## src/sv/drp_pkg.sv

```systemverilog
// ----------------------------------------------------------------------------
// drp_pkg: shared types and constants for the rainbow color map
// Widths, fixed-point constants, arctangent table and hue sector codes.
// ----------------------------------------------------------------------------
package drp_pkg;

  // configuration
  localparam int ATAN_STEPS = 16;          // CORDIC iterations, 8..24
  localparam int FRAC_BITS  = 16;          // fraction bits of sample and channels
  localparam int HUE_FRAC   = 16;          // fraction bits of hue in degrees

  // widths
  localparam int SAMPLE_W = 32;
  localparam int CH_W     = FRAC_BITS + 1;
  localparam int XY_W     = SAMPLE_W + 3;  // CORDIC gain headroom
  localparam int Z_W      = HUE_FRAC + 8;  // accumulated angle, signed
  localparam int HS_W     = HUE_FRAC + 11; // hue before wrap, signed
  localparam int HUE_W    = HUE_FRAC + 9;  // wrapped hue, 0 .. 360 deg
  localparam int OFF_W    = HUE_FRAC + 6;  // ramp offset, 0 .. 60 deg
  localparam int P_W      = OFF_W + CH_W;
  localparam int Q_W      = FRAC_BITS + 6; // offset*delta / 2^HUE_FRAC < 60*2^FRAC_BITS
  localparam int RECIP_SH = Q_W + 6;
  localparam int M_W      = RECIP_SH - 5;
  localparam int QM_W     = Q_W + M_W;

  localparam int ONE = 1 << FRAC_BITS;

  // hue landmarks in degrees
  localparam int DEG60  = 60 << HUE_FRAC;
  localparam int DEG120 = 120 << HUE_FRAC;
  localparam int DEG180 = 180 << HUE_FRAC;
  localparam int DEG240 = 240 << HUE_FRAC;
  localparam int DEG300 = 300 << HUE_FRAC;
  localparam int DEG360 = 360 << HUE_FRAC;

  // reciprocal of 60 for floor(q / 60), exact for q < 2^Q_W
  localparam longint unsigned RECIP_FULL = ((64'd1 << RECIP_SH) + 64'd59) / 64'd60;
  localparam logic [M_W-1:0]  RECIP_M    = M_W'(RECIP_FULL);

  // which channel holds max, which ramps
  typedef enum logic [2:0] {
    SEC_R_MAX_B_RAMP,   // hue above 300
    SEC_R_MAX_G_RAMP,   // hue 0 .. 60
    SEC_G_MAX_R_RAMP,   // hue above 60, below 120
    SEC_G_MAX_B_RAMP,   // hue 120 .. below 180
    SEC_B_MAX_G_RAMP,   // hue 180 .. below 240
    SEC_B_MAX_R_RAMP    // hue 240 .. 300
  } sector_e;

  // atan(2^-i) in degrees, HUE_FRAC fraction bits
  function automatic logic signed [Z_W-1:0] atan_deg(input int idx);
    logic signed [Z_W-1:0] val;
    case (idx)
      0:  val = Z_W'(2949120);
      1:  val = Z_W'(1740967);
      2:  val = Z_W'(919879);
      3:  val = Z_W'(466945);
      4:  val = Z_W'(234379);
      5:  val = Z_W'(117304);
      6:  val = Z_W'(58666);
      7:  val = Z_W'(29335);
      8:  val = Z_W'(14668);
      9:  val = Z_W'(7334);
      10: val = Z_W'(3667);
      11: val = Z_W'(1833);
      12: val = Z_W'(917);
      13: val = Z_W'(458);
      14: val = Z_W'(229);
      15: val = Z_W'(115);
      16: val = Z_W'(57);
      17: val = Z_W'(29);
      18: val = Z_W'(14);
      19: val = Z_W'(7);
      20: val = Z_W'(4);
      21: val = Z_W'(2);
      22: val = Z_W'(1);
      default: val = '0;
    endcase
    return val;
  endfunction

endpackage

```

## src/sv/drp_ramp.sv

```systemverilog
// ----------------------------------------------------------------------------
// drp_ramp: ramp channel and RGB assembly
// ramp = lo + floor(offset * delta / 60 deg), done as a product, a shift
// and a reciprocal multiply by 1/60; last stage is the output register.
// ----------------------------------------------------------------------------
module drp_ramp (
  input  logic                             clk_i,
  input  logic                             rst_ni,
  input  logic                             in_valid_i,
  output logic                             in_stall_o,
  input  drp_pkg::sector_e                 sector_i,
  input  logic        [drp_pkg::OFF_W-1:0] offset_i,
  input  logic        [drp_pkg::CH_W-1:0]  lo_i,
  input  logic        [drp_pkg::CH_W-1:0]  v_i,
  input  logic        [drp_pkg::CH_W-1:0]  delta_i,
  output logic                             out_valid_o,
  input  logic                             out_stall_i,
  output logic        [drp_pkg::CH_W-1:0]  red_o,
  output logic        [drp_pkg::CH_W-1:0]  green_o,
  output logic        [drp_pkg::CH_W-1:0]  blue_o
);
  import drp_pkg::*;

  logic [2:0] vld_q, adv, stl;

  // stall chain
  assign stl[2]     = out_stall_i;
  assign stl[1]     = vld_q[2] & stl[2];
  assign stl[0]     = vld_q[1] & stl[1];
  assign adv        = ~vld_q | ~stl;
  assign in_stall_o = ~adv[0];

  always_ff @(posedge clk_i or negedge rst_ni) begin
    if (!rst_ni) begin
      vld_q <= '0;
    end else begin
      if (adv[0]) vld_q[0] <= in_valid_i;
      if (adv[1]) vld_q[1] <= vld_q[0];
      if (adv[2]) vld_q[2] <= vld_q[1];
    end
  end

  // stage 1: offset * delta, drop hue fraction
  logic [P_W-1:0]  prod;
  logic [Q_W-1:0]  q_q;
  sector_e         sec1_q, sec2_q;
  logic [CH_W-1:0] lo1_q, v1_q, lo2_q, v2_q;

  assign prod = P_W'(offset_i) * P_W'(delta_i);

  always_ff @(posedge clk_i) begin
    if (adv[0]) begin
      q_q    <= Q_W'(prod >> HUE_FRAC);
      sec1_q <= sector_i;
      lo1_q  <= lo_i;
      v1_q   <= v_i;
    end
  end

  // stage 2: multiply by reciprocal of 60
  logic [QM_W-1:0] qm_q;

  always_ff @(posedge clk_i) begin
    if (adv[1]) begin
      qm_q   <= QM_W'(q_q) * QM_W'(RECIP_M);
      sec2_q <= sec1_q;
      lo2_q  <= lo1_q;
      v2_q   <= v1_q;
    end
  end

  // stage 3: ramp and channel routing into the output register
  logic [CH_W-1:0] rmp;
  logic [CH_W-1:0] r_d, g_d, b_d, r_q, g_q, b_q;

  always_comb begin
    rmp = lo2_q + CH_W'(qm_q >> RECIP_SH);
    case (sec2_q)
      SEC_R_MAX_B_RAMP: begin r_d = v2_q;  g_d = lo2_q; b_d = rmp;   end
      SEC_R_MAX_G_RAMP: begin r_d = v2_q;  g_d = rmp;   b_d = lo2_q; end
      SEC_G_MAX_R_RAMP: begin r_d = rmp;   g_d = v2_q;  b_d = lo2_q; end
      SEC_G_MAX_B_RAMP: begin r_d = lo2_q; g_d = v2_q;  b_d = rmp;   end
      SEC_B_MAX_G_RAMP: begin r_d = lo2_q; g_d = rmp;   b_d = v2_q;  end
      SEC_B_MAX_R_RAMP: begin r_d = rmp;   g_d = lo2_q; b_d = v2_q;  end
      default:          begin r_d = lo2_q; g_d = lo2_q; b_d = v2_q;  end
    endcase
  end

  always_ff @(posedge clk_i) begin
    if (adv[2]) begin
      r_q <= r_d;
      g_q <= g_d;
      b_q <= b_d;
    end
  end

  assign out_valid_o = vld_q[2];
  assign red_o       = r_q;
  assign green_o     = g_q;
  assign blue_o      = b_q;

endmodule

```

## config.mk

```make
export PLATFORM = sky130hd
export DESIGN_NAME = drp_ramp
export DESIGN_NICKNAME = d
export VERILOG_FILES = /design/src/sv/drp_pkg.sv /design/src/sv/drp_ramp.sv
export SDC_FILE = /design/constraint.sdc
export NUM_CORES = 1
export LEC_CHECK = 0
export ABC_CLOCK_PERIOD_IN_PS = 5000
export BUFFER_PORTS_ARGS = -buffer_cell sky130_fd_sc_hd__buf_2
export CAP_MARGIN = 20
export CORE_UTILIZATION = 50
export CTS_BUF_LIST = sky130_fd_sc_hd__clkbuf_16
export CTS_CLUSTER_SIZE = 8
export DETAILED_ROUTE_END_ITERATION = 12
export GPL_TIMING_DRIVEN = 0
export HOLD_SLACK_MARGIN = 0.02
export PLACE_DENSITY = 0.75
export SETUP_SLACK_MARGIN = 0.3
export SLEW_MARGIN = 20
export SYNTH_ARGS = -nofsm -noshare
export SYNTH_HDL_FRONTEND = slang
export SYNTH_SLANG_ARGS = --single-unit
```

## constraint.sdc

```tcl
create_clock -name clk_i -period 5 [get_ports clk_i]
set_input_delay 0.5 -clock clk_i [delete_from_list [all_inputs] [get_ports clk_i]]
set_output_delay 0.5 -clock clk_i [all_outputs]
set_load 0.05 [all_outputs]
```

Word level (Yosys, flattened, before mapping):

Cells that the tools add are included.

* flip-flop bits (word level): 195
* latch bits: 0
* bits in writable memories: 0
* ROM bits: 0
* input bits: 80
* memories: 0

* add/sub/neg operators: 1
* multipliers: 2
* divide/modulo/power cells: 0
* magnitude comparators: 0
* eq/ne operators: 5
* shifts and indexed selects: 0
* mux-type cells: 3
* bitwise operators: 6
* reductions and logical operators: 7

Operator list (count)
* case mux 17 bit (2 select lines): 3
* multiplier 22 x 23 -> 45 bit (second input constant): 1
* multiplier 22 x 17 -> 38 bit: 1
* adder 17 bit: 1
* OR reduction 2 bit: 6
* == test 3 x 2 -> 1 bit (second input constant): 2
* == test 3 bit (second input constant): 2
* NOT 3 bit: 2
* == test 3 x 1 -> 1 bit (second input constant): 1
* logical NOT 3 bit: 1
* bitwise OR 3 bit: 1
* AND 1 bit: 2
* NOT 1 bit: 1

Depth between registers and ports, before layout:

* word-level depth: 5
* gate-level depth with buffers: 24
* mapped depth without buffers: 23

Worst setup path before layout:

OpenSTA, ideal clock, no wires.

* kind: input to register
* start point: in offset_i[19] (netlist name)
* end point: reg q_q[21] (data pin)
* setup time: 0.261 ns
* arrival time: 6.233 ns
* data required time: 4.739 ns
* setup slack: -1.494 ns
* cell stages on the path: 22
* path buffers: 2
* cell sequence: clkbuf_1 > clkbuf_1 > nand2_1 > fa_1 > inv_1 > fa_1 > inv_1 > fa_1 > inv_1 > fa_1 > fa_1 > inv_1 > fa_1 > inv_1 > ha_1 > a21o_1 > a31o_1 > a211oi_1 > or3_1 > a41oi_2 > o41a_1 > a311o_1

* word-level cells in the longest chain between the ends: 1

Ends and longest elaborated chain
* start: declaration: RTL line drp_ramp.sv:12 `input logic [drp_pkg::OFF_W-1:0] offset_i,`
* multiplier 22 x 17 -> 38 bit: RTL line drp_ramp.sv:49 `assign prod = P_W'(offset_i) * P_W'(delta_i);`
* named net prod[37]: RTL line drp_ramp.sv:44 `logic [P_W-1:0] prod;`
* end signal: assignment: RTL line drp_ramp.sv:53 `q_q <= Q_W'(prod >> HUE_FRAC);`
* end: declaration: RTL line drp_ramp.sv:45 `logic [Q_W-1:0] q_q;`

The timed path passes the listed nets, and every way through them passes these cells.
A chain may end at the register's enable or synchronous reset.

Worst setup path in the final report:

* start point: in delta_i[16] (netlist name)
* end point: reg q_q[19] (data pin)

* word-level cells in the longest chain between the ends: 1

Ends and longest elaborated chain
* start: declaration: RTL line drp_ramp.sv:15 `input logic [drp_pkg::CH_W-1:0] delta_i,`
* multiplier 22 x 17 -> 38 bit: RTL line drp_ramp.sv:49
* named net prod[35]: RTL line drp_ramp.sv:44

The timed path passes the listed nets, and every way through them passes these cells.

==> impl_metrics.py <==
metrics = {
    "sta": {
        "fmax_ghz": 0.168,
        "period_minus_slack_ns": 5.96,
        "worstMarginPinSlew_ns": 1.03,
        "max_slew_margin_pct": 31.2,
        "slew_violations": 0,
        "finClkSkew_ns": 0.0106,
        "holdWs_ns": 0.239,
        "finalCritPeriodShare_pct": 119,
        "finalSetupViolCount": 38,
        "hold_violations": 0,
        "worst_slack_ns": -0.956,
        "rsz0062_at_grt": "yes",
    },
    "clock_tree": {
        "clock-root-buffer": "clkbuf_16",
        "htreeDepth": 4,
        "clk_latency_ns": 0.44,
        "numCtsBuffers": 17,
        "cts_sinks": 167,
        "cts_tree": "built",
        "clk_pin_slew_worst_paths_ns": 0.06,
        "clock_path_buffers": 2,
    },
    "setup_path": {
        "arrival_ns": 6.14,
        "slowest_delay_ns": 0.52,
        "cp-end-kind": "register",
        "critPathKind": "input port to register",
        "cp.required_ns": 5.19,
        "crit_fanout": 10,
        "crit_chain": "buf_8, buf_12, buf_4, and2_1, fa_1, inv_1, fa_1, fa_1, fa_1, inv_1, fa_1, inv_1, fa_1, inv_1, ha_2, a21oi_1, o21ai_0, a21o_1, a21o_1, a21oi_1, o21ai_1, a2111o_1, a31oi_1, xnor2_1",
        "startpoint_type": "input port",
        "crit_slowest_cell": "fa_1",
        "critPathMostFrequentCell": "fa_1",
    },
    "route": {
        "wl_met3_microns": 4750,
        "wl_met1_microns": 25600,
        "route.met2.wl_microns": 33200,
        "num_vias": 18000,
        "remaining_drc_errors": 0,
        "firstDrtPassIters": 5,
        "wire_per_inst_microns": 20.8,
        "viasPerCell": 5.56,
        "top_layer_used": "met4",
        "wl_microns": 67400,
        "postRouteAntennaNets": 0,
        "initialDrtViolationCount": 1304,
    },
    "cells_and_area": {
        "nets": 3350,
        "area_delta_synth_final_pct": 24.9,
        "antenna_cells": 0,
        "fill_cells": 3420,
        "drive_gt1_share_pct": 22.7,
    },
    "logic_synthesis": {
        "synth_top_area_share_pct": 31.0,
        "avgSynthCellArea_sq_um": 10.0,
        "synth_seq_cells": 167,
        "synthArstFlopShare_pct": 1.80,
        "synth.distinct_cells": 76,
        "syn-num-nets": 3044,
        "synth_edf_count": 164,
        "ys_seq_area_share_pct": 21.6,
        "yosysWarnings": 0,
        "yosys-top-cells-area": "fa_1 31%, edfxtp_1 21%, ha_1 16%",
        "synth_area_sq_um": 23200,
        "synth_top_cell_by_area": "fa_1",
        "synth_top_flop_cell": "edfxtp_1",
        "synth_cells": 2315,
    },
    "die": {
        "die_h_microns": 217,
        "coreArea_sq_um": 45600,
        "die_area_sq_um": 47200,
        "die_x_microns": 217,
        "io_pins": 133,
        "rows": 78,
        "initial_core_util_pct": 50.8,
    },
    "placed_design": {
        "hpwl_microns": 50200,
        "port_buffers": 129,
        "place.gp.congestion": 1.01,
        "dp_slack_ns": -1.87,
    },
    "outcome": {
        "failed_checks": "setup timing",
        "run_status": "complete, but fails checks",
    },
    "global_routing": {
        "antenna_found_initial": 0,
        "groute.usage.overall_pct": 28.6,
        "grt_pass1_vias": 19300,
        "gr-total-overflow": 0,
        "grt_max_degree": 37,
        "grt_pass1_wl_microns": 104000,
    },
    "worst_hold_path": {
        "hold_path_class": "input port to register",
    },
    "job": {
        "maxCapViolations": 0,
    },
}
==> worst paths after layout <==
kind | startpoint | end | slack [ns] | cells after the start
min in group asynchronous | rst_ni | vld_q[1]$_DFFE_PN0P_ | 0.39 | 2
max | delta_i[16] | q_q[19]$_DFFE_PN_ | -0.96 | 24
max in group asynchronous | rst_ni | vld_q[2]$_DFFE_PN0P_ | 4.51 | 2
max reg2reg | q_q[19]$_DFFE_PN_ | qm_q[41]$_DFFE_PP_ | -0.49 | 18
min | lo_i[10] | lo1_q[10]$_DFFE_PN_ | 0.24 | 1
min reg2reg | lo1_q[11]$_DFFE_PN_ | lo2_q[11]$_DFFE_PP_ | 0.41 | 0
==> cell usage in the layout, fill, tap and decap left out, drive strengths merged, types with 27 or more instances in the layout <==
cell    count
inv       492
nand2     304
buf       291
clkbuf     93
a21oi      68
xnor2      27
fa        359
nor2       78
ha        290
o21ai      55
a21o       33
and2      136
edfxtp    164
==> worst max-delay path, delay by kind of cell <==
kind / cells / cell delay, ns
and+or+nand+nor: 1 / 0.18
AOI/OAI and AO/OA: 8 / 1.57
xor gates and xnor gates: 1 / 0.09
adders and majority gates: 7 / 3.13
buffers and inverters: 7 / 0.65
==> state kept, by name (all words and copies together), names as in the netlist <==
name,flops
blue_o,17
green_o,17
lo1_q,17
lo2_q,17
q_q,22
qm_q,17
red_o,17
sec1_q,3
sec2_q,3
v1_q,17
v2_q,17
vld_q,3
==> what timing repair did <==
action / 4_1_cts / 5_1_grt
hold endpoints to repair: 3 / 0
gates cloned: 6 / 2
resized for setup: 311 / 128
pin swaps: 75 / 66
setup buffers: 99 / 43
setup endpoints to repair: 39 / 39
hold buffers: 1 / 0
==> Yosys cell counts (all sizes together) (4+ instances only) <==
library cell	count
a311oi	8
mux2i	7
o21bai	7
a41oi	4
fa	359
nor3	14
ha	290
clkbuf	78
a31oi	7
inv	486
nand2	304
a211oi	17
o22a	7
xnor2	27
a221o	4
nand2b	7
nand4	9
a21oi	68
a21boi	4
a221oi	5
a21o	33
or3	4
o21ai	55
o31ai	4
and2	136
and3	5
xor2	24
nor2	78
nand3	18
a22oi	15
nor2b	10
a311o	4
edfxtp	164
==> cells by family after synthesis <==
| kind of cell | share of synthesized area (%) |
|---|---|
| buffers and inverters | 9.24 |
| adders and majority gates | 46.7 |
| AOI/OAI and AO/OA | 8.14 |
| xor gates and xnor gates | 1.93 |
| muxes | 0.351 |
| and+or+nand+nor | 12.0 |
| DFF | 21.6 |
==> routing by layer <==
layer  vias up  GRT usage (%)
li1       7994              -
met1      8868           34.2
met2       879           49.6
met3       232           4.51
met4         0           14.9
met5         -              0
==> cell type report <==
class,instances,area [sq um],share of cell area (%)
Sequential cell,167,5000,17.3
Multi-Input combinational cell,1579,17200,59.4
Clock inverter,15,149,0.515
Tap cell,600,751,2.60
Timing Repair Buffer,287,2360,8.17
Clock buffer,17,425,1.47
Buffer,81,1210,4.19
Inverter,488,1830,6.33
==> metrics by stage <==
stage                     utilization [%]  TNS (ns)  cells  instance area, sq um
after CTS                            61.6    -18.33   3189                 28100
after floorplan                         -    -12.91   2315                 23700
after global placement               55.0    -35.22   3044                 25100
final                                63.5    -20.27   3234                 28900
after global routing                 63.5    -25.28   3234                 28900
after detailed placement             55.3    -38.80   3051                 25200
Power is left out: the tool's default activity adds up to more than one toggle a clock period on the data nets, which glitch-free logic cannot reach.
