### config.mk
export PLATFORM = sky130hd
export DESIGN_NAME = drp_hue
export DESIGN_NICKNAME = d
export VERILOG_FILES = /design/src/sv/drp_pkg.sv /design/src/sv/drp_hue.sv
export SDC_FILE = /design/constraint.sdc
export NUM_CORES = 1
export LEC_CHECK = 0
export BUFFER_PORTS_ARGS = -buffer_cell sky130_fd_sc_hd__buf_2
export CORE_ASPECT_RATIO = 0.8
export CORE_MARGIN = 8
export CORE_UTILIZATION = 55
export DETAILED_ROUTE_END_ITERATION = 7
export GPL_TIMING_DRIVEN = 1
export PLACE_DENSITY = 0.74
export SKIP_CTS_REPAIR_TIMING = 1
export SLEW_MARGIN = 15
export SYNTH_ARGS = -nofsm -noshare
export SYNTH_HDL_FRONTEND = slang
export SYNTH_SLANG_ARGS = --single-unit
### constraint.sdc
create_clock -name clk_i -period 5.5 [get_ports clk_i]
set_clock_uncertainty 0.2 [all_clocks]
set_input_delay 0.825 -clock clk_i [delete_from_list [all_inputs] [get_ports clk_i]]
set_output_delay 0.825 -clock clk_i [all_outputs]
set_load 0.02 [all_outputs]
### src/sv/drp_pkg.sv
// ----------------------------------------------------------------------------
// drp_pkg: shared types and constants for the rainbow color map
// Widths, fixed-point constants, arctangent table and hue sector codes.
// ----------------------------------------------------------------------------
package drp_pkg;

  // configuration
  localparam int ATAN_STEPS = 16;          // CORDIC iterations, 8..24
  localparam int FRAC_BITS  = 16;          // fraction bits of sample and channels
  localparam int HUE_FRAC   = 16;          // fraction bits of hue in degrees

  // widths
  localparam int SAMPLE_W = 32;
  localparam int CH_W     = FRAC_BITS + 1;
  localparam int XY_W     = SAMPLE_W + 3;  // CORDIC gain headroom
  localparam int Z_W      = HUE_FRAC + 8;  // accumulated angle, signed
  localparam int HS_W     = HUE_FRAC + 11; // hue before wrap, signed
  localparam int HUE_W    = HUE_FRAC + 9;  // wrapped hue, 0 .. 360 deg
  localparam int OFF_W    = HUE_FRAC + 6;  // ramp offset, 0 .. 60 deg
  localparam int P_W      = OFF_W + CH_W;
  localparam int Q_W      = FRAC_BITS + 6; // offset*delta / 2^HUE_FRAC < 60*2^FRAC_BITS
  localparam int RECIP_SH = Q_W + 6;
  localparam int M_W      = RECIP_SH - 5;
  localparam int QM_W     = Q_W + M_W;

  localparam int ONE = 1 << FRAC_BITS;

  // hue landmarks in degrees
  localparam int DEG60  = 60 << HUE_FRAC;
  localparam int DEG120 = 120 << HUE_FRAC;
  localparam int DEG180 = 180 << HUE_FRAC;
  localparam int DEG240 = 240 << HUE_FRAC;
  localparam int DEG300 = 300 << HUE_FRAC;
  localparam int DEG360 = 360 << HUE_FRAC;

  // reciprocal of 60 for floor(q / 60), exact for q < 2^Q_W
  localparam longint unsigned RECIP_FULL = ((64'd1 << RECIP_SH) + 64'd59) / 64'd60;
  localparam logic [M_W-1:0]  RECIP_M    = M_W'(RECIP_FULL);

  // which channel holds max, which ramps
  typedef enum logic [2:0] {
    SEC_R_MAX_B_RAMP,   // hue above 300
    SEC_R_MAX_G_RAMP,   // hue 0 .. 60
    SEC_G_MAX_R_RAMP,   // hue above 60, below 120
    SEC_G_MAX_B_RAMP,   // hue 120 .. below 180
    SEC_B_MAX_G_RAMP,   // hue 180 .. below 240
    SEC_B_MAX_R_RAMP    // hue 240 .. 300
  } sector_e;

  // atan(2^-i) in degrees, HUE_FRAC fraction bits
  function automatic logic signed [Z_W-1:0] atan_deg(input int idx);
    logic signed [Z_W-1:0] val;
    case (idx)
      0:  val = Z_W'(2949120);
      1:  val = Z_W'(1740967);
      2:  val = Z_W'(919879);
      3:  val = Z_W'(466945);
      4:  val = Z_W'(234379);
      5:  val = Z_W'(117304);
      6:  val = Z_W'(58666);
      7:  val = Z_W'(29335);
      8:  val = Z_W'(14668);
      9:  val = Z_W'(7334);
      10: val = Z_W'(3667);
      11: val = Z_W'(1833);
      12: val = Z_W'(917);
      13: val = Z_W'(458);
      14: val = Z_W'(229);
      15: val = Z_W'(115);
      16: val = Z_W'(57);
      17: val = Z_W'(29);
      18: val = Z_W'(14);
      19: val = Z_W'(7);
      20: val = Z_W'(4);
      21: val = Z_W'(2);
      22: val = Z_W'(1);
      default: val = '0;
    endcase
    return val;
  endfunction

endpackage

### src/sv/drp_hue.sv
// ----------------------------------------------------------------------------
// drp_hue: hue, delta and sector decode
// Stage 1 wraps the hue and scales value by saturation; stage 2 picks the
// sector, the ramp offset and the channel minimum.
// ----------------------------------------------------------------------------
module drp_hue (
  input  logic                            clk_i,
  input  logic                            rst_ni,
  input  logic                            in_valid_i,
  output logic                            in_stall_o,
  input  logic signed [drp_pkg::Z_W-1:0]  z_i,
  input  logic        [drp_pkg::CH_W-1:0] v_i,
  input  logic        [drp_pkg::CH_W-1:0] sat_i,
  output logic                            out_valid_o,
  input  logic                            out_stall_i,
  output drp_pkg::sector_e                sector_o,
  output logic        [drp_pkg::OFF_W-1:0] offset_o,
  output logic        [drp_pkg::CH_W-1:0] lo_o,
  output logic        [drp_pkg::CH_W-1:0] v_o,
  output logic        [drp_pkg::CH_W-1:0] delta_o
);
  import drp_pkg::*;

  logic [1:0] vld_q, adv, stl;

  // stall chain
  assign stl[1]     = out_stall_i;
  assign stl[0]     = vld_q[1] & stl[1];
  assign adv        = ~vld_q | ~stl;
  assign in_stall_o = ~adv[0];

  always_ff @(posedge clk_i or negedge rst_ni) begin
    if (!rst_ni) begin
      vld_q <= '0;
    end else begin
      if (adv[0]) vld_q[0] <= in_valid_i;
      if (adv[1]) vld_q[1] <= vld_q[0];
    end
  end

  // stage 1: hue = 180 + 2z wrapped to 0..360, delta = round(v*s)
  logic signed [HS_W-1:0] hs;
  logic [CH_W-1:0]        s_clip;
  logic [2*CH_W-1:0]      vs;
  logic [HUE_W-1:0]       hue_d, hue_q;
  logic [CH_W-1:0]        delta_d, delta_q, v1_q;

  always_comb begin
    hs = HS_W'(DEG180) + (HS_W'(z_i) <<< 1);
    if (hs < 0) begin
      hs = hs + HS_W'(DEG360);
    end
    if (hs >= HS_W'(DEG360)) begin
      hs = hs - HS_W'(DEG360);
    end
    hue_d   = HUE_W'(hs);
    s_clip  = (sat_i > CH_W'(ONE)) ? CH_W'(ONE) : sat_i;
    vs      = (2*CH_W)'(v_i) * (2*CH_W)'(s_clip) + (2*CH_W)'(ONE >> 1);
    delta_d = CH_W'(vs >> FRAC_BITS);
  end

  always_ff @(posedge clk_i) begin
    if (adv[0]) begin
      hue_q   <= hue_d;
      delta_q <= delta_d;
      v1_q    <= v_i;
    end
  end

  // stage 2: sector, ramp offset, minimum
  sector_e          sec_d, sec_q;
  logic [HUE_W-1:0] off_w;
  logic [OFF_W-1:0] off_q;
  logic [CH_W-1:0]  lo_q, v2_q, delta2_q;

  always_comb begin
    if (hue_q > HUE_W'(DEG300)) begin
      sec_d = SEC_R_MAX_B_RAMP;
      off_w = HUE_W'(DEG360) - hue_q;
    end else if (hue_q <= HUE_W'(DEG60)) begin
      sec_d = SEC_R_MAX_G_RAMP;
      off_w = hue_q;
    end else if (hue_q < HUE_W'(DEG120)) begin
      sec_d = SEC_G_MAX_R_RAMP;
      off_w = HUE_W'(DEG120) - hue_q;
    end else if (hue_q < HUE_W'(DEG180)) begin
      sec_d = SEC_G_MAX_B_RAMP;
      off_w = hue_q - HUE_W'(DEG120);
    end else if (hue_q < HUE_W'(DEG240)) begin
      sec_d = SEC_B_MAX_G_RAMP;
      off_w = HUE_W'(DEG240) - hue_q;
    end else begin
      sec_d = SEC_B_MAX_R_RAMP;
      off_w = hue_q - HUE_W'(DEG240);
    end
  end

  always_ff @(posedge clk_i) begin
    if (adv[1]) begin
      sec_q    <= sec_d;
      off_q    <= OFF_W'(off_w);
      lo_q     <= v1_q - delta_q;
      v2_q     <= v1_q;
      delta2_q <= delta_q;
    end
  end

  assign out_valid_o = vld_q[1];
  assign sector_o    = sec_q;
  assign offset_o    = off_q;
  assign lo_o        = lo_q;
  assign v_o         = v2_q;
  assign delta_o     = delta2_q;

endmodule

; ---- Yosys cells after proc, flatten, opt, wreduce, memory -nomap -nowiden
; Cells that the tools add are included.
[word_totals]
regBits = 137
in_bits = 62
output_inout_bits = 78
word_cells = 50
[op_classes]
n_addsub = 10
multipliers = 1
order_cmp = 8
n_mux = 12
n_bitwise = 5
reduce_logical = 2
[ops]
columns = operator, count
row1 = 22-bit 2-to-1 mux, 5
row2 = 22-bit subtractor (first input constant), 3
row3 = 25-bit by 24-bit less-than comparator with 1-bit output (second input constant), 2
row4 = 22-bit subtractor (second input constant), 2
row5 = 33-bit by 16-bit adder with 33-bit output (second input constant), 1
row6 = 17-bit by 17-bit multiplier with 33-bit output, 1
row7 = 26-bit by 26-bit adder with 27-bit output (second input constant), 1
row8 = 27-bit by 26-bit >= comparator with 1-bit output (second input constant), 1
row9 = 27-bit 2-to-1 mux, 1
row10 = 25-bit by 25-bit adder with 26-bit output (first input constant), 1
row11 = 26-bit by 1-bit less-than comparator with 1-bit output (second input constant), 1
row12 = 25-bit > comparator (second input constant), 1
row13 = 25-bit by 22-bit less-or-equal comparator with 1-bit output (second input constant), 1
row14 = 25-bit by 23-bit less-than comparator with 1-bit output (second input constant), 1
row15 = 25-bit 2-to-1 mux, 1
row16 = 25-bit subtractor (second input constant), 1
row17 = 17-bit > comparator (second input constant), 1
row18 = 17-bit 2-to-1 mux, 1
row19 = 17-bit subtractor, 1
row20 = 2-bit 2-to-1 mux, 2
row21 = 2-bit NOT, 2
row22 = 4-bit OR reduction, 1
row23 = 1-bit 2-to-1 mux, 2
row24 = 2-bit bitwise OR, 1
row25 = 3 further kinds, 3

; ---- Longest topological paths before layout
[depth]
word_depth = 6
depth_mapped = 28
ltp_nobuf = 26

; ---- Least setup slack after synthesis
; Ideal clock, no wire load.
[synth_timing]
path_kind = input to register
startpoint = input port sat_i[2] (netlist bit)
endpoint = register delta_q[15], data pin
setup_time_ns = 0.258
t_arrival_ns = 7.106
required_time_ns = 5.042
path_slack_ns = -2.063
cell_stages = 26
n_path_buf = 2
path_cell_list = nor4_1 -> nand4_1 -> nand2_1 -> clkbuf_1 -> and2_1 -> clkbuf_1 -> nand2_1 -> fa_1 -> inv_1 -> fa_1 -> fa_1 -> fa_1 -> fa_1 -> inv_1 -> fa_1 -> inv_1 -> ha_1 -> a21o_1 -> a21o_1 -> a21oi_1 -> o21ai_0 -> a21o_1 -> a32o_1 -> a31o_2 -> a21oi_1 -> xnor2_1
[synth_between]
elab_chain_len = 4
[synth_lines]
columns = element, line_no
row1 = from (decl), drp_hue.sv:13  ; input logic [drp_pkg::CH_W-1:0] sat_i,
row2 = 17-bit > comparator, drp_hue.sv:57  ; s_clip = (sat_i > CH_W'(ONE)) ? CH_W'(ONE) : sat_i;
row3 = 17-bit 2-to-1 mux (*), drp_hue.sv:57
row4 = 17-bit by 17-bit multiplier with 33-bit output (*), drp_hue.sv:58  ; vs = (2*CH_W)'(v_i) * (2*CH_W)'(s_clip) + (2*CH_W)'(ONE >> 1);
row5 = 33-bit by 16-bit adder with 33-bit output (*), drp_hue.sv:58
row6 = named net vs[31], drp_hue.sv:44  ; logic [2*CH_W-1:0] vs;
row7 = to (signal assigned), drp_hue.sv:65  ; delta_q <= delta_d;
row8 = to (decl), drp_hue.sv:46  ; logic [CH_W-1:0] delta_d, delta_q, v1_q;
; The timed path passes the listed nets; every way through them passes the cells marked *.
; A chain may end at the register's enable or synchronous reset.

; ---- Final worst setup path
[layout_timing]
startpoint = input port sat_i[14] (netlist bit)
endpoint = register delta_q[13], data pin
; The elaborated chain is that of the path after synthesis.

==> results.py <==
metrics = {
    "grt": {
        "grt_pass1_vias": 12000,
        "antenna_found_initial": 0,
        "grt_overflow_total": 0,
        "grt_util_all_layers_pct": 23.9,
        "grt_pass1_wl_um": 63000,
        "grt_max_degree": 77,
    },
    "synthesis": {
        "ys_ff_latch": 135,
        "muxShareOfSynthArea_pct": 0.206,
        "yosys_warnings": 0,
        "synth_area_leaders": "fa_1 (30%), edfxtp_1 (26%), ha_1 (11%)",
        "yosysSeqAreaShare_pct": 26.7,
        "ys.flop_type": "edfxtp_1",
        "synth-compound-area-share_pct": 5.04,
        "synth_area_leader_cell": "fa_1",
        "synth_fa_ha_area_share_pct": 41.0,
        "synth-xor-area-share_pct": 3.52,
        "synth_fp_nets": 1890,
        "synth_area_sq_um": 15200,
        "yosys.area_share.simple_pct": 14.9,
        "synth_edf_count": 133,
        "yosysUniqueCellTypes": 64,
        "synth_top_area_share_pct": 29.6,
        "synth_top_family_by_area": "adder cells",
        "netlist_instances": 1466,
        "synthArstFlopShare_pct": 1.48,
        "avgSynthCellArea_sq_um": 10.3,
    },
    "detailed_routing": {
        "via_per_inst": 5.53,
        "drt_first_pass_iters": 5,
        "vias": 11700,
        "wire_per_inst_um": 18.9,
        "drt_iter0_markers": 964,
        "drc": 0,
        "wl_um": 39700,
        "final_antenna_net_count": 0,
    },
    "pwr": {
        "p_leak_nw": 9.26,
        "p_per_area_nw_per_um2": 424,
        "vdd_ir_drop_max_mv": 0.454,
        "power_mw": 7.80,
    },
    "timing": {
        "fin_crit_sh_pct": 130,
        "setup_viol_count_final": 17,
        "max_slew_margin_pct": 24.9,
        "drv_slew": 0,
        "worst_pin_slew_ns": 1.10,
        "rsz0062_at_grt": "yes",
        "setup_slack_ns": -1.65,
        "max_freq_ghz": 0.140,
        "hold_viol_final": 0,
        "min_period_ns": 7.15,
    },
    "floorplan": {
        "num_rows": 54,
        "die_y_um": 165,
        "core-area_sq_um": 27200,
        "die_x_um": 202,
        "io_pins": 140,
        "die-area_sq_um": 33200,
        "initial_core_util_pct": 55.8,
    },
    "clock_network": {
        "worstSkewPairLatency_ns": 0.42,
        "ctsHtreeMaxLevel": 4,
        "cts_made_buffers": 17,
        "clkSlewWorstSetupHoldPaths_ns": 0.06,
        "clockRootBuffer": "clkbuf_16",
        "clkSinkCount": 135,
        "clockBufferDepth": 2,
        "tritoncts": "done",
    },
    "worst_setup_path": {
        "critPathRequiredTime_ns": 5.47,
        "crit_type": "input port to flip-flop",
        "path_buf_inv": 8,
        "critPathLaunchType": "input port",
        "cp_max_fo": 4,
        "worst_path_max_delay_cell": "fa_1",
        "cp.arrival_ns": 7.12,
        "crit_path_frequent_cell": "fa_1",
        "critPathTopFamily": "adder cells",
        "worst_setup_path_end_kind": "flip-flop",
        "slowest_delay_ns": 0.57,
    },
    "place": {
        "place_area_sq_um": 17400,
        "port_buffers": 138,
        "dp_hpwl_um": 31600,
        "place_congestion": 0.922,
    },
    "finish": {
        "final_cell_mix": "inv_1 (279), fa_1 (220), nand2_1 (145)",
        "final_nets": 2153,
        "final_common_cell": "inv_1",
        "diodes": 0,
        "layout-drive-gt1-share_pct": 23.9,
        "n_fill_cell": 2029,
        "design_area_sq_um": 18400,
        "postLayoutCoreUtil_pct": 67.7,
        "syn_to_final_growth_pct": 21.3,
    },
    "run_status": {
        "violations": "negative setup slack",
        "status": "complete, but fails checks",
    },
    "hold_path": {
        "hp-class": "flip-flop to flip-flop",
    },
    "job": {
        "drv_cap": 0,
    },
}
==> metrics by stage <==
step | setup TNS, ns | hold WS [ns] | std cells | setup WS, ns
4_1_cts | -22.70 | -0.0270 | 2082 | -1.65
5_1_grt | -26.38 | 0.262 | 2106 | -1.80
3_3_place_gp | -27.42 | 0.236 | 2050 | -1.90
2_1_floorplan | -18.71 | 0.226 | 1466 | -1.45
6_report | -23.80 | 0.243 | 2106 | -1.65
3_5_place_dp | -29.94 | 0.236 | 2050 | -2.08
==> routing by layer <==
layer | vias up | global-route usage (%) | wire (um)
met5 | - | 0 | 0
met4 | 0 | 6.43 | 1060
met3 | 105 | 3.80 | 3010
met2 | 524 | 40.5 | 19200
met1 | 5740 | 31.8 | 16400
li1 | 5282 | - | -
==> flip-flops by register name, summed over array words and instances (netlist names) <==
name      cells
v_o          17
lo_o         17
v1_q         17
delta_q      17
vld_q         2
sector_o      3
delta_o      17
offset_o     21
hue_q        24
==> final timing paths <==
| path | from | to | slack [ns] | depth (start not counted) |
|---|---|---|---|---|
| worst max-delay path | sat_i[14] | delta_q[13] | -1.65 | 29 |
| worst min-delay path | delta_q[12] | delta_o[12] | 0.24 | 0 |
| worst max register to register | delta_q[1] | lo_o[15] | 1.75 | 11 |
| worst min register to register | delta_q[12] | delta_o[12] | 0.24 | 0 |
| max in group asynchronous | rst_ni | vld_q[0] | 4.49 | 2 |
| min in group asynchronous | rst_ni | vld_q[1] | 0.52 | 2 |
==> cells in the mapped netlist (2+ instances only) <==
cell type / count
clkbuf_1: 51
a21o_1: 8
a211oi_1: 4
and2_1: 24
edfxtp_1: 133
o21a_1: 8
xnor2_1: 47
and2_0: 2
or4_4: 2
o41ai_1: 3
nor2_1: 38
nand2_1: 159
a211o_1: 2
nand4_1: 6
ha_1: 138
o22ai_1: 3
o21bai_1: 2
and3_1: 131
a22oi_1: 2
o31ai_1: 6
nand3_1: 27
nand2b_1: 5
a31o_2: 2
nor4_1: 10
dfrtp_1: 2
a21oi_1: 35
a2111oi_0: 2
xor2_1: 14
a311oi_1: 2
fa_1: 224
nor3_1: 14
o21ai_1: 3
o21ai_0: 25
inv_1: 289
or3_1: 6
nor2b_1: 8
mux2i_1: 2
==> worst reg2reg max path, stage by stage, from the launching register on <==
cell	delay, ns
edfxtp_1	0.43
inv_1	0.07
ha_1	0.29
nor2b_1	0.13
o21a_1	0.17
o21ai_0	0.28
a21oi_1	0.20
a2111oi_0	0.97
o31ai_1	0.30
o21ai_0	0.24
nand2_1	0.09
xor2_1	0.14
==> logic make-up after synthesis <==
kind of cell | Yosys count
AO/OA/AOI/OAI | 119
XOR/XNOR | 61
adder cells (fa/ha/maj) | 362
buffers and inverters | 345
flip-flops | 135
multiplexers | 3
other | 1
AND/OR/NAND/NOR | 440
==> where the power goes <==
part / switching, mW / total (mW) / internal [mW] / leakage, nW
combinational: 2.64 / 4.91 / 2.27 / 7.61
clock: 0.443 / 1.12 / 0.673 / 0.283
sequential: 0.142 / 1.77 / 1.63 / 1.37
total: 3.22 / 7.80 / 4.57 / 9.26
==> cell type report <==
type,count,area [sq um],share of cell area [%]
tap,364,455,2.48
timing repair buffer,299,2060,11.2
multi-input combinational,987,10200,55.3
clock inverter,13,148,0.803
sequential,135,4040,22.0
clock buffer,19,433,2.35
inverter,289,1080,5.90
(Power assumes the default switching activity.)
